### config.mk
export PLATFORM = sky130hd
export DESIGN_NAME = array_list_remove_before
export DESIGN_NICKNAME = d
export VERILOG_FILES = /design/src/rtl/alrb_pkg.sv /design/src/rtl/alrb_ctrl.sv /design/src/rtl/alrb_dp.sv /design/src/rtl/array_list_remove_before.sv
export SDC_FILE = /design/constraint.sdc
export NUM_CORES = 1
export LEC_CHECK = 0
export BUFFER_PORTS_ARGS = -buffer_cell sky130_fd_sc_hd__buf_2
export CAP_MARGIN = 20
export CORE_MARGIN = 2
export CORE_UTILIZATION = 50
export DETAILED_ROUTE_END_ITERATION = 16
export PLACE_DENSITY = 0.7
export SYNTH_ARGS = -nofsm -noshare
export SYNTH_HDL_FRONTEND = slang
export SYNTH_SLANG_ARGS = --single-unit
### constraint.sdc
create_clock -name clk -period 12.3 [get_ports clk]
set_input_delay 0.615 -clock clk [delete_from_list [all_inputs] [get_ports clk]]
set_output_delay 0.615 -clock clk [all_outputs]
set_load 0.03 [all_outputs]
### src/rtl/alrb_pkg.sv
// Package for the remove-before list: widths, result codes, controller states and control structs.
package alrb_pkg;

	localparam int CAPACITY_DEF = 16;
	localparam int VALUE_W      = 32;
	localparam int STATUS_W     = 3;
	localparam int COUNT_W      = 5;
	localparam int POS_W        = 4;

	typedef enum logic [STATUS_W-1:0] {
		ST_OK        = 3'd0,
		ST_FULL      = 3'd1,
		ST_EMPTY     = 3'd2,
		ST_NOT_FOUND = 3'd3,
		ST_NO_PRED   = 3'd4
	} status_t;

	typedef enum logic [2:0] {
		S_IDLE,
		S_DISPATCH,
		S_SEARCH_RD,
		S_SEARCH_CMP,
		S_SHIFT_CHK,
		S_SHIFT_WR
	} state_t;

	// Commands from the controller to the datapath.
	typedef struct packed {
		logic    load;
		logic    rd;
		logic    append;
		logic    shift_wr;
		logic    inc_ptr;
		logic    save_pos;
		logic    dec_count;
		logic    finish;
		logic    take_pos;
		status_t code;
	} cmd_t;

	// Conditions reported by the datapath to the controller.
	typedef struct packed {
		logic op;
		logic empty;
		logic full;
		logic match;
		logic ptr_zero;
		logic ptr_last;
		logic ptr_end;
	} flags_t;

endpackage

### src/rtl/alrb_ctrl.sv
// Controller state machine for the remove-before list.
module alrb_ctrl (
	input  logic              clk,
	input  logic              arst_n,
	input  logic              start,
	input  alrb_pkg::flags_t  flags,
	output logic              busy,
	output alrb_pkg::cmd_t    cmd
);

	alrb_pkg::state_t state_q;
	alrb_pkg::state_t state_d;

	always_ff @(posedge clk or negedge arst_n) begin
		if (!arst_n) begin
			state_q <= alrb_pkg::S_IDLE;
		end else begin
			state_q <= state_d;
		end
	end

	assign busy = (state_q != alrb_pkg::S_IDLE);

	always_comb begin
		state_d = state_q;
		cmd     = '0;
		cmd.code = alrb_pkg::ST_OK;
		unique case (state_q)
			alrb_pkg::S_IDLE: begin
				if (start) begin
					cmd.load = 1'b1;
					state_d  = alrb_pkg::S_DISPATCH;
				end
			end
			alrb_pkg::S_DISPATCH: begin
				if (!flags.op) begin
					cmd.finish = 1'b1;
					state_d    = alrb_pkg::S_IDLE;
					if (flags.full) begin
						cmd.code = alrb_pkg::ST_FULL;
					end else begin
						cmd.append = 1'b1;
						cmd.code   = alrb_pkg::ST_OK;
					end
				end else if (flags.empty) begin
					cmd.finish = 1'b1;
					cmd.code   = alrb_pkg::ST_EMPTY;
					state_d    = alrb_pkg::S_IDLE;
				end else begin
					state_d = alrb_pkg::S_SEARCH_RD;
				end
			end
			alrb_pkg::S_SEARCH_RD: begin
				cmd.rd  = 1'b1;
				state_d = alrb_pkg::S_SEARCH_CMP;
			end
			alrb_pkg::S_SEARCH_CMP: begin
				if (flags.match) begin
					if (flags.ptr_zero) begin
						cmd.finish = 1'b1;
						cmd.code   = alrb_pkg::ST_NO_PRED;
						state_d    = alrb_pkg::S_IDLE;
					end else begin
						// The matching entry is already read; it is the first to move down.
						cmd.save_pos = 1'b1;
						cmd.shift_wr = 1'b1;
						cmd.inc_ptr  = 1'b1;
						state_d      = alrb_pkg::S_SHIFT_CHK;
					end
				end else if (flags.ptr_last) begin
					cmd.finish = 1'b1;
					cmd.code   = alrb_pkg::ST_NOT_FOUND;
					state_d    = alrb_pkg::S_IDLE;
				end else begin
					cmd.inc_ptr = 1'b1;
					state_d     = alrb_pkg::S_SEARCH_RD;
				end
			end
			alrb_pkg::S_SHIFT_CHK: begin
				if (flags.ptr_end) begin
					cmd.dec_count = 1'b1;
					cmd.finish    = 1'b1;
					cmd.take_pos  = 1'b1;
					cmd.code      = alrb_pkg::ST_OK;
					state_d       = alrb_pkg::S_IDLE;
				end else begin
					cmd.rd  = 1'b1;
					state_d = alrb_pkg::S_SHIFT_WR;
				end
			end
			alrb_pkg::S_SHIFT_WR: begin
				cmd.shift_wr = 1'b1;
				cmd.inc_ptr  = 1'b1;
				state_d      = alrb_pkg::S_SHIFT_CHK;
			end
			default: begin
				state_d = alrb_pkg::S_IDLE;
			end
		endcase
	end

endmodule

### src/rtl/alrb_dp.sv
// Datapath for the remove-before list: entry memory, count, walk pointer and result registers.
module alrb_dp #(
	parameter int CAPACITY = alrb_pkg::CAPACITY_DEF
) (
	input  logic                                  clk,
	input  logic                                  arst_n,
	input  logic                                  operation,
	input  logic signed [alrb_pkg::VALUE_W-1:0]   value,
	input  alrb_pkg::cmd_t                        cmd,
	output alrb_pkg::flags_t                      flags,
	output logic                                  done,
	output logic [alrb_pkg::STATUS_W-1:0]         status,
	output logic [alrb_pkg::COUNT_W-1:0]          entry_count,
	output logic [alrb_pkg::POS_W-1:0]            found_position
);

	localparam int CW = $clog2(CAPACITY + 1);
	localparam int AW = $clog2(CAPACITY);

	logic [alrb_pkg::VALUE_W-1:0] mem [CAPACITY];

	logic                          op_q;
	logic [alrb_pkg::VALUE_W-1:0]  val_q;
	logic [alrb_pkg::VALUE_W-1:0]  rdata_q;
	logic [CW-1:0]                 count_q;
	logic [CW-1:0]                 ptr_q;
	logic [AW-1:0]                 pos_q;
	logic                          done_q;
	alrb_pkg::status_t             status_q;
	logic [AW-1:0]                 res_pos_q;

	logic [AW-1:0] wr_addr;
	logic [CW-1:0] ptr_dec;
	logic [CW:0]   ptr_inc;

	assign ptr_dec = ptr_q - CW'(1);
	assign ptr_inc = {1'b0, ptr_q} + (CW+1)'(1);
	assign wr_addr = cmd.append ? count_q[AW-1:0] : ptr_dec[AW-1:0];

	// Single write port and single registered read port.
	always_ff @(posedge clk) begin
		if (cmd.append) begin
			mem[wr_addr] <= val_q;
		end else if (cmd.shift_wr) begin
			mem[wr_addr] <= rdata_q;
		end
		if (cmd.rd) begin
			rdata_q <= mem[ptr_q[AW-1:0]];
		end
	end

	always_ff @(posedge clk) begin
		if (cmd.load) begin
			op_q  <= operation;
			val_q <= value;
		end
		if (cmd.save_pos) begin
			pos_q <= ptr_q[AW-1:0];
		end
		if (cmd.finish) begin
			status_q  <= cmd.code;
			res_pos_q <= cmd.take_pos ? pos_q : '0;
		end
	end

	always_ff @(posedge clk or negedge arst_n) begin
		if (!arst_n) begin
			count_q <= '0;
			ptr_q   <= '0;
			done_q  <= 1'b0;
		end else begin
			done_q <= cmd.finish;
			if (cmd.append) begin
				count_q <= count_q + CW'(1);
			end else if (cmd.dec_count) begin
				count_q <= count_q - CW'(1);
			end
			if (cmd.load) begin
				ptr_q <= '0;
			end else if (cmd.inc_ptr) begin
				ptr_q <= ptr_inc[CW-1:0];
			end
		end
	end

	assign flags.op       = op_q;
	assign flags.empty    = (count_q == '0);
	assign flags.full     = (count_q == CW'(CAPACITY));
	assign flags.match    = (rdata_q == val_q);
	assign flags.ptr_zero = (ptr_q == '0);
	assign flags.ptr_last = (ptr_inc == {1'b0, count_q});
	assign flags.ptr_end  = (ptr_q == count_q);

	assign done           = done_q;
	assign status         = status_q;
	assign entry_count    = alrb_pkg::COUNT_W'(count_q);
	assign found_position = alrb_pkg::POS_W'(res_pos_q);

endmodule

### src/rtl/array_list_remove_before.sv
// Top level of the unordered list with append and remove-before-reference.
// An append, or a remove on an empty list, finishes in the dispatch state.
// A remove walks the memory one entry at a time through its single read port, searching
// and then moving later entries down.
// One item at a time: busy is high until the result beat; the receiver cannot stall.
// Reset clears the entry count and the controller; memory contents are left as they are.
module array_list_remove_before #(
	parameter int CAPACITY = alrb_pkg::CAPACITY_DEF
) (
	input  logic                                  clk,
	input  logic                                  arst_n,
	input  logic                                  start,
	output logic                                  busy,
	input  logic                                  operation,
	input  logic signed [alrb_pkg::VALUE_W-1:0]   value,
	output logic                                  done,
	output logic [alrb_pkg::STATUS_W-1:0]         status,
	output logic [alrb_pkg::COUNT_W-1:0]          entry_count,
	output logic [alrb_pkg::POS_W-1:0]            found_position
);

	// The controller sequences each beat; the datapath owns all storage and comparisons.
	alrb_pkg::cmd_t   cmd;
	alrb_pkg::flags_t flags;

	alrb_ctrl u_ctrl (
		.clk    (clk),
		.arst_n (arst_n),
		.start  (start),
		.flags  (flags),
		.busy   (busy),
		.cmd    (cmd)
	);

	// The result registers sit in the datapath, so a new start can be taken in the
	// same cycle as the done beat of the previous item.
	alrb_dp #(
		.CAPACITY (CAPACITY)
	) u_dp (
		.clk            (clk),
		.arst_n         (arst_n),
		.operation      (operation),
		.value          (value),
		.cmd            (cmd),
		.flags          (flags),
		.done           (done),
		.status         (status),
		.entry_count    (entry_count),
		.found_position (found_position)
	);

endmodule

After elaboration in Yosys (flattened, before gate mapping)
Memories as Yosys holds them, arrays and structs flattened. A register that Yosys moved wholly into a read port is not among the register bits.
Cells that the tools add are included.
{"block": "word_totals", "mem_count": 1, "output_inout_bits": 14, "inputBits": 36, "wordCells": 80, "mem_bits_rw": 512, "regBits": 58}
{"block": "op_classes", "mux": 49, "addsub": 4, "reduce_logical": 6, "bitwise": 1, "eq_ne": 10}
{"name": "u_dp.mem", "words": 16, "word_bits": 32, "rd": 1, "rd_ports_with_merged_regs": 1, "wr": 1, "line": "alrb_dp.sv:20", "source": "logic [alrb_pkg::VALUE_W-1:0] mem [CAPACITY];"}
{"op": "32-bit equality test", "n": 1}
{"op": "32-bit two-way mux", "n": 1}
{"op": "1-bit two-way mux", "n": 24}
{"op": "3-bit two-way mux", "n": 8}
{"op": "5-bit two-way mux", "n": 4}
{"op": "3-bit one-hot mux with 6 select lines", "n": 1}
{"op": "5-bit logical NOT", "n": 2}
{"op": "2-bit two-way mux", "n": 5}
{"op": "3-bit one-hot mux with 3 select lines", "n": 1}
{"op": "5-bit by 1-bit adder with 6-bit output (second input constant)", "n": 1}
{"op": "3-bit by 2-bit equality test with 1-bit output (second input constant)", "n": 2}
{"op": "3-bit equality test (second input constant)", "n": 2}
{"op": "6-bit by 5-bit equality test with 1-bit output", "n": 1}
{"op": "6-bit two-way mux", "n": 1}
{"op": "5-bit by 1-bit adder with 5-bit output (second input constant)", "n": 1}
{"op": "5-bit equality test", "n": 1}
{"op": "5-bit equality test (second input constant)", "n": 1}
{"op": "5-bit by 1-bit subtractor with 5-bit output (second input constant)", "n": 1}
{"op": "4-bit two-way mux", "n": 1}
{"op": "2-bit one-hot mux with 2 select lines", "n": 1}
{"op": "2-bit nonzero test", "n": 2}
{"op": "4-bit by 1-bit subtractor with 4-bit output (second input constant)", "n": 1}
{"op": "3-bit by 1-bit equality test with 1-bit output (second input constant)", "n": 1}
{"op": "3-bit logical NOT", "n": 1}
{"op": "5 further kinds", "n": 5}

Longest topological paths before layout
Gate-level depths: netlist of run 1.
{"block": "logic_depth", "word_depth": 9, "depth_mapped": 11, "depth_no_buf": 9}

Cells and area by module
Synthesis of run 1 repeated with hierarchy kept, for this count alone.
{"block": "hier_totals", "hier_cells": 1264, "hier_area_um2": 24021.8}
{"mod": "alrb_dp", "seq_area_each_um2": 17932.2, "instances": 1, "area_per_inst_um2": 23674.0, "cells_each": 1221}
{"mod": "alrb_ctrl", "seq_area_each_um2": 75.1, "instances": 1, "area_per_inst_um2": 347.8, "cells_each": 43}

Least setup slack after synthesis of run 1
No wires, ideal clock.
{"block": "synth_timing", "kind": "reg-to-reg", "start": "register u_dp.ptr_q[1]", "end": "memory u_dp.mem[0][0] (netlist name), enable pin", "setup_time_ns": 0.421, "synth_period_minus_slack_ns": 4.143, "arrival_ns": 3.722, "path_slack_ns": 8.157, "path_stages_with_launch": 12, "required_time_ns": 11.879, "n_path_buf": 4, "cell_sequence": "dfrtp_1 > clkbuf_1 > clkbuf_1 > clkbuf_1 > inv_1 > ha_1 > nor4b_2 > nor2_1 > a32o_1 > buf_4 > a32oi_1 > nor2_1"}
{"block": "synth_via", "elab_chain_cells": 8, "elab_cells_between_ends": 10, "cone_classes": "1 x add/sub; 7 x mux; 1 x bitwise; 1 x reduce/logical"}
{"element": "from (decl)", "line": "alrb_dp.sv:26", "source": "logic [CW-1:0] ptr_q;"}
{"element": "from (signal assigned)", "line": "alrb_dp.sv:81", "source": "ptr_q <= ptr_inc[CW-1:0];"}
{"element": "5-bit logical NOT", "line": "alrb_dp.sv:90", "source": "assign flags.ptr_zero = (ptr_q == '0);"}
{"element": "3-bit two-way mux", "line": "alrb_ctrl.sv:59", "source": "if (flags.ptr_zero) begin"}
{"element": "1-bit two-way mux", "line": "alrb_ctrl.sv:58", "source": "if (flags.match) begin"}
{"element": "2-bit one-hot mux with 2 select lines", "line": "alrb_ctrl.sv:28", "source": "unique case (state_q)"}
{"element": "1-bit two-way mux", "line": "alrb_dp.sv:44", "source": "end else if (cmd.shift_wr) begin"}
{"element": "1-bit two-way mux", "line": "alrb_dp.sv:42", "source": "if (cmd.append) begin"}
{"element": "1-bit two-way mux (not written as such)", "line": "alrb_dp.sv:45", "source": "mem[wr_addr] <= rdata_q;"}
{"element": "1-bit bitwise OR (no source line)"}
{"element": "to (decl)", "line": "alrb_dp.sv:20"}
Several ways; a longest one is shown, not always the timed one.

Worst setup path in the final report of run 1
{"block": "layout_timing", "start": "register u_dp.val_q[25] (netlist name)", "end": "memory u_dp.mem[12][11] (netlist name), enable pin"}
{"block": "layout_via", "elab_chain_cells": 7}
{"element": "from (decl)", "line": "alrb_dp.sv:23", "source": "logic [alrb_pkg::VALUE_W-1:0] val_q;"}
{"element": "from (signal assigned)", "line": "alrb_dp.sv:55", "source": "val_q <= value;"}
{"element": "32-bit equality test", "line": "alrb_dp.sv:89", "source": "assign flags.match = (rdata_q == val_q);"}
{"element": "1-bit two-way mux", "line": "alrb_ctrl.sv:58"}
{"element": "2-bit one-hot mux with 2 select lines", "line": "alrb_ctrl.sv:28"}
{"element": "1-bit two-way mux", "line": "alrb_dp.sv:44"}
{"element": "1-bit two-way mux", "line": "alrb_dp.sv:42"}
{"element": "1-bit two-way mux (not written as such)", "line": "alrb_dp.sv:45"}
{"element": "1-bit bitwise OR (no source line)"}
Every way passes these cells.

==> metrics.yaml, run 1 <==
drt:
  highest_layer: "met4"
  antenna_left: 0
  totalWireLength_um: 48700
  viasPerCell: 6.10
  vias: 10800
  remaining_drc_errors: 0
  wl_per_cell_um: 27.5
  wl_met1_um: 21400
  wl_met3_um: 2720
  first_iter_violations: 1256
  dr.pass1.iters: 5
  wl_met2_um: 23600
die:
  die_height_um: 221
  dieArea_sq_um: 48900
  fp.coreArea_sq_um: 46600
  ios: 50
  die_w_um: 221
  initial_utilization_pct: 50.6
  row_count: 79
worst_setup_path:
  crit_chain: "xnor2_1 > nand4_1 > nor4_4 > a32o_2 > buf_4 > a32oi_1 > nor2_4 > buf_4"
  slowest_stage: "nor2_4"
  slowest_delay_ps: 710
  crit_path_end_kind: "flop"
  worstSetupPathType: "flop to flop"
  cp.arrival_ps: 4930
  startpoint_type: "flop"
  cp.required_ps: 12590
  cp-startpoint: "u_dp.val_q[25]"
  cp_common_cell: "buf_4"
  worstReg2RegStart: "u_dp.val_q[25]"
  crit_fanout: 21
place:
  gp_congestion: 0.768
  port_buffers: 49
  place_ws_ps: 7620
  dp_hpwl_um: 27200
  placed_cell_area_sq_um: 24600
pwr:
  swShare_pct: 28.2
  p_clk_share_pct: 29.5
  total_power_uw: 5610
  power.density_nw_per_um2: 212
  internal_power_uw: 4030
  p_switching_uw: 1580
  ir_drop_v: 0.000173
  p_leak_uw: 0.00822
  p_seq_share_pct: 47.1
  combPwrFrac_pct: 23.4
timing:
  slew_violations: 0
  period_needed_ps: 4650
  setup_viol_count_final: 0
  tightest_slew_ps: 1030
  fmax_mhz: 215
  tns_ps: 0
  post-route-period-util_pct: 37.8
  finalClockSkew_ps: 21.0
  relSlewSlack_pct: 31.3
  finalHoldViolCount: 0
  setup_ws_ps: 7650
  rsz0062_at_grt: "no"
cts:
  cts-resized-gates: 0
  clkTransAtPathRegs_ps: 60
  cts_max_level: 2
  clock-root-buffer: "clkbuf_16"
  worstSkewPairLatency_ps: 630
  cts_max_path_buffers: 3
  cts.sinks: 602
  cts_tree: "done"
  cts_buffers: 57
synthesis:
  synthTopCellsByCount: "edfxtp_1 (588), mux4_2 (160), xnor2_1 (40)"
  synthTopCellsByArea: "edfxtp_1 (75%), mux4_2 (15%), mux2_2 (1.6%)"
  synth_top_area_cell: "edfxtp_1"
  ys_warn_count: 0
  async_flop_share_pct: 2.33
  synthFlopType: "edfxtp_1"
  synth.cell_area_sq_um: 23600
  synth_enable_flop_cells: 588
  synth_top_area_share_pct: 75.0
  ys_seq_area_share_pct: 76.5
  avgSynthCellArea_sq_um: 22.8
  synth_seq_cells: 602
  ys_types: 54
  synth_nets: 1076
  synth_cells: 1033
  synth.most_common_cell: "edfxtp_1"
global_routing:
  grt_pass1_wl_um: 72800
  grt_pass1_vias: 10900
  grt_max_degree: 58
  antenna_found_initial: 0
  grt_usage_pct: 20.2
  grt-ovfl-total: 0
hold_path:
  min_path_type: "input port to flop"
  min-delay-start: "value[31]"
finish:
  fin_nets: 1162
  design_area_sq_um: 26400
  diodes: 0
  num-fill-cells: 3305
  ff_latch_area_sq_um: 18000
  area_delta_synth_final_pct: 12.2
  multi_input_area_sq_um: 5390
  drive_gt1_share_pct: 32.2
  final_util_pct: 56.8
flow_run:
  maxCapViolCount: 0
outcome:
  status: "completed"
power groups by stage:
stage	logic, uW	registers [uW]	clock network, uW
4_1_cts	1320	2640	1680
2_1_floorplan	1010	2610	0
3_5_place_dp	1310	2680	0
5_1_grt	1400	2660	1770
6_report	1310	2640	1660
3_3_place_gp	1300	2680	0
final cells by class:
cell class	instances	share of cell area, %
clock buffers	77	5.79
inverters	13	0.185
repair buffers	75	1.75
clock inverters	29	0.824
well taps	607	2.87
flip-flops and latches	602	68.2
multi-input cells	370	20.4
sequential cells by signal (all words and copies together) (netlist names):
register,flops
u_dp.done,1
u_dp.found_position,4
u_dp.pos_q,4
u_dp.op_q,1
u_dp.entry_count,5
u_dp.val_q,32
u_dp.rdata_q,32
u_dp.ptr_q,5
u_ctrl.state_q,3
u_dp.status,3
u_dp.mem,512
stage by stage:
stage                     hold WS (ps)  cells
final                              175   1773
after floorplan                    319   1033
after global placement             515   1665
after global routing               154   1773
after CTS                          147   1772
after detailed placement           519   1665
layer usage:
metal,vias to the layer above,global-route usage [%]
li1,4527,-
met1,5829,30.2
met2,393,31.6
met3,72,2.92
met4,0,5.82
met5,-,0
cells by family after synthesis:
family | count (synthesis) | synth area share (%)
AND/OR/NAND/NOR | 73 | 1.70
adder cells (fa/ha/maj) | 7 | 0.404
multiplexers | 196 | 17.0
buffers and inverters | 61 | 1.21
flip-flops | 602 | 76.5
XOR/XNOR | 45 | 1.67
AO/OA/AOI/OAI | 49 | 1.54
what timing repair did:
| action | CTS | global route |
|---|---|---|
| setup endpoints to repair | 0 | 0 |
| hold endpoints to repair | 14 | 0 |
| buffers inserted | 0 | 0 |
| hold buffers | 1 | 0 |
critical path: cells and delay by family, from the launching register on:
kind	cells	cell delay, ps
and+or+nand+nor	3	1590
AOI/OAI and AO/OA	2	1080
buffers and inverters	2	870
DFF	1	410
xor gates and xnor gates	1	300
worst paths after layout:
kind                       cells past startpoint  slack (ps)                   to
min in group asynchronous                      2         430  u_dp.entry_count[1]
max in group asynchronous                      2       11580        u_dp.ptr_q[1]
hold / removal                                 1         170       u_dp.val_q[31]
setup / recovery                               8        7650     u_dp.mem[12][11]
setup reg to reg                               8        7650     u_dp.mem[12][11]
hold reg to reg                                1         530    u_ctrl.state_q[1]
placed cells by master (no fill, tap or decap), types with 6 or more instances in the layout:
master	synthesis	routed
edfxtp_1	588	588
mux4_2	160	160
clkbuf_16	0	57
buf_2	14	49
xnor2_1	40	40
mux2_2	33	33
buf_4	10	24
clkbuf_1	21	17
nor2_4	0	16
nand2_1	15	15
clkinv_1	0	13
inv_1	12	11
nand4_1	10	10
a21oi_1	11	10
dfrtp_1	14	10
clkinv_2	0	9
nor3_1	8	8
o21ai_0	8	8
ha_1	6	6
Note: power is estimated with default switching activity, not from simulation.
==> inputs of run 2 (changes only) <==
ABC_AREA = 1   (was not set)
clock period = 4.5 ns   (was 12.3 ns; I/O delays follow)
==> metrics.yaml, run 2 <==
drt:
  vias: 15800  # +46%
  viasPerCell: 6.03  # -1.1%
  first_iter_violations: 1820  # +45%
  dr.pass1.iters: 5  # unchanged
  wl_per_cell_um: 23.4  # -15%
  remaining_drc_errors: 0  # unchanged
  antenna_left: 0  # unchanged
  totalWireLength_um: 61200  # +26%
pwr:
  p_clk_share_pct: 28.0  # -1.5 points
  p_seq_share_pct: 44.2  # -2.9 points
  ir_drop_v: 0.000594  # +240%
  internal_power_uw: 11000  # +170%
  p_leak_uw: 0.00940  # +14%
  total_power_uw: 16800  # +200%
  swShare_pct: 34.3  # +6.1 points
  power.density_nw_per_um2: 610  # +190%
  combPwrFrac_pct: 27.8  # +4.4 points
  p_switching_uw: 5750  # +260%
finish:
  diodes: 0  # unchanged
  largest_reg_flops: 512  # unchanged
  layout_common_cells: "edfxtp_1 (588), nor2_1 (288), o21ai_0 (270)"
  final_util_pct: 57.6  # +0.83 points
  area_delta_synth_final_pct: 13.7
  drive_gt1_share_pct: 11.4  # -21 points
  top_register: "u_dp.mem"
  largestRegisters: "u_dp.mem x512, u_dp.rdata_q x32, u_dp.val_q x32"
  layout_commonest_cell: "edfxtp_1"
  finalNonFillerCells: 2618  # +48%
  fin_nets: 2001  # +72%
die:
  die_w_um: 224  # +1.3%
  die_height_um: 224  # +1.3%
  ios: 50  # unchanged
  initial_utilization_pct: 50.7  # +0.071 points
  fp.coreArea_sq_um: 47700  # +2.6%
  dieArea_sq_um: 50100  # +2.7%
  row_count: 80  # +1.3%
synthesis:
  synthTopCellsByCount: "edfxtp_1 (588), nor2_1 (290), o21ai_0 (270)"
  synth.most_common_cell: "edfxtp_1"
  synth_nets: 1922  # +79%
  synth_enable_flop_cells: 588  # unchanged
  ys_seq_area_share_pct: 74.5  # -2.0 points
  async_flop_share_pct: 2.33  # unchanged
  synth_top_area_share_pct: 73.0  # -2.0 points
  ys_types: 35  # -35%
  synthFlopType: "edfxtp_1"
  synth_cells: 1879  # +82%
  synth.cell_area_sq_um: 24200  # +2.7%
  synth_top_area_cell: "edfxtp_1"
  ys_warn_count: 0  # unchanged
  synthTopCellsByArea: "edfxtp_1 (73%), o21ai_0 (5.6%), nor2_1 (4.5%)"
  synth_seq_cells: 602  # unchanged
  avgSynthCellArea_sq_um: 12.9  # -44%
worst_setup_path:
  cp_common_cell: "inv_2"
  crit_chain: "inv_6 > ha_1 > xnor2_1 > nand2_2 > o21ai_2 > inv_2 > nor2_4 > nand3_1 > inv_2 > buf_12"
  crit_path_end_kind: "flop"
  worst-r2r-cell-count: 10  # +2
  slowest_stage: "dfrtp_4"
  crit_fanout: 93  # +340%
  cp.required_ps: 4780  # -7810 ps
  r2r_end: "u_dp.mem[11][31]"
  cp.arrival_ps: 3380  # -1550 ps
  rrSetupSlack_ps: 1410  # -6250 ps
  worstReg2RegStart: "u_dp.ptr_q[0]"
  cp-startpoint: "u_dp.ptr_q[0]"
  worstSetupPathType: "flop to flop"
  slowest_delay_ps: 510  # -200 ps
  startpoint_type: "flop"
cts:
  cts_tree: "done"
  clock-root-buffer: "clkbuf_16"
  cts_buffers: 58  # +1.8%
  post_cts_buffers: 0  # unchanged
  cts-resized-gates: 0  # unchanged
  cts.sinks: 602  # unchanged
  worstSkewPairLatency_ps: 610  # -20 ps
  clkTransAtPathRegs_ps: 60  # about the same
  cts_max_path_buffers: 3  # unchanged
  cts_max_level: 2  # unchanged
timing:
  setup_ws_ps: 1410  # -6250 ps
  slew_violations: 91  # +91
  period_needed_ps: 3090  # -1550 ps
  fmax_mhz: 323  # +50%
  tns_ps: 0  # unchanged
  post-route-period-util_pct: 68.7  # +31 points
  relSlewSlack_pct: -6.25  # -38 points
  tightest_slew_ps: 1590  # +563 ps
  finalHoldViolCount: 0  # unchanged
  rsz0062_at_grt: "no"
  setup_viol_count_final: 0  # unchanged
  finalClockSkew_ps: 29.6  # +8.53 ps
flow_run:
  maxCapViolCount: 0  # unchanged
place:
  placed_cells: 2478  # +49%
  place_ws_ps: 1450  # -6170 ps
  dp_hpwl_um: 31700  # +17%
  gp_congestion: 0.859  # +12%
  port_buffers: 49  # unchanged
outcome:
  violations: "max-slew violations"
  status: "finished, violations left"
global_routing:
  grt_pass1_vias: 15000  # +38%
  grt_usage_pct: 24.5  # +4.3 points
  grt_pass1_wl_um: 91800  # +26%
  grt-ovfl-total: 0  # unchanged
  antenna_found_initial: 0  # unchanged
  grt_max_degree: 262  # +350%
hold_path:
  min_path_type: "input port to asynchronous set/reset pin"
run 2: final cells by class:
type,instances,area (sq um)
inverter,70,269
tap,615,769
timing repair buffer,131,1150
sequential,602,18000
clock inverter,34,299
multi-input combinational,1095,5480
clock buffer,71,1520
fill,3657,20200
run 2: worst max-delay path by stage:
stage / to / cells after the start
2_1_floorplan: u_dp.mem[10][0] / 15
3_3_place_gp: u_dp.mem[2][12] / 10
3_5_place_dp: u_dp.mem[2][12] / 10
4_1_cts: u_dp.mem[11][31] / 10
5_1_grt: u_dp.mem[10][14] / 11
6_report: u_dp.mem[11][31] / 10
run 2: through the flow:
| stage | hold WS [ps] | instance area, sq um |
|---|---|---|
| finish | 91.4 | 27500 |
| global route | 122 | 27500 |
| CTS | 69.8 | 27500 |
| detailed placement | 167 | 25300 |
| global placement | 158 | 25300 |
| floorplan | -70.6 | 24200 |
run 2: kinds of logic after synthesis:
| logic type | after synthesis | synth area share [%] |
|---|---|---|
| fa+ha+maj | 7 | 0.393 |
| flops | 602 | 74.5 |
| xor+xnor | 34 | 1.23 |
| simple gates | 633 | 10.8 |
| compound gates | 421 | 10.1 |
| buf+inv | 182 | 3.00 |
run 2: worst max-delay path, delay by kind of cell (launching register included):
family / cells / cell delay (ps)
buf+inv: 4 / 1300
simple gates: 3 / 340
xor+xnor: 1 / 130
compound gates: 1 / 170
fa+ha+maj: 1 / 270
flops: 1 / 510
run 2: layer usage:
| metal | global-route usage [%] | vias up | share of wire, % |
|---|---|---|---|
| met5 | 0 | - | 0 |
| met1 | 34.9 | 7851 | 40 |
| met3 | 3.52 | 106 | 9.1 |
| li1 | - | 7006 | - |
| met2 | 39.2 | 834 | 48 |
| met4 | 7.76 | 0 | 2.6 |
run 2: what timing repair did:
| action | 4_1_cts | 5_1_grt |
|---|---|---|
| setup endpoints to repair | 0 | 0 |
| hold buffers | 35 | 0 |
| endpoints found under the hold margin | 48 | 0 |
run 2: power by group through the flow:
stage | sequential (uW) | clock [uW] | combinational [uW]
after floorplan | 7440 | 0 | 3100
after global placement | 7510 | 0 | 4450
after detailed placement | 7520 | 0 | 4570
after CTS | 7420 | 4720 | 4620
after global routing | 7470 | 4940 | 5090
final | 7420 | 4700 | 4660
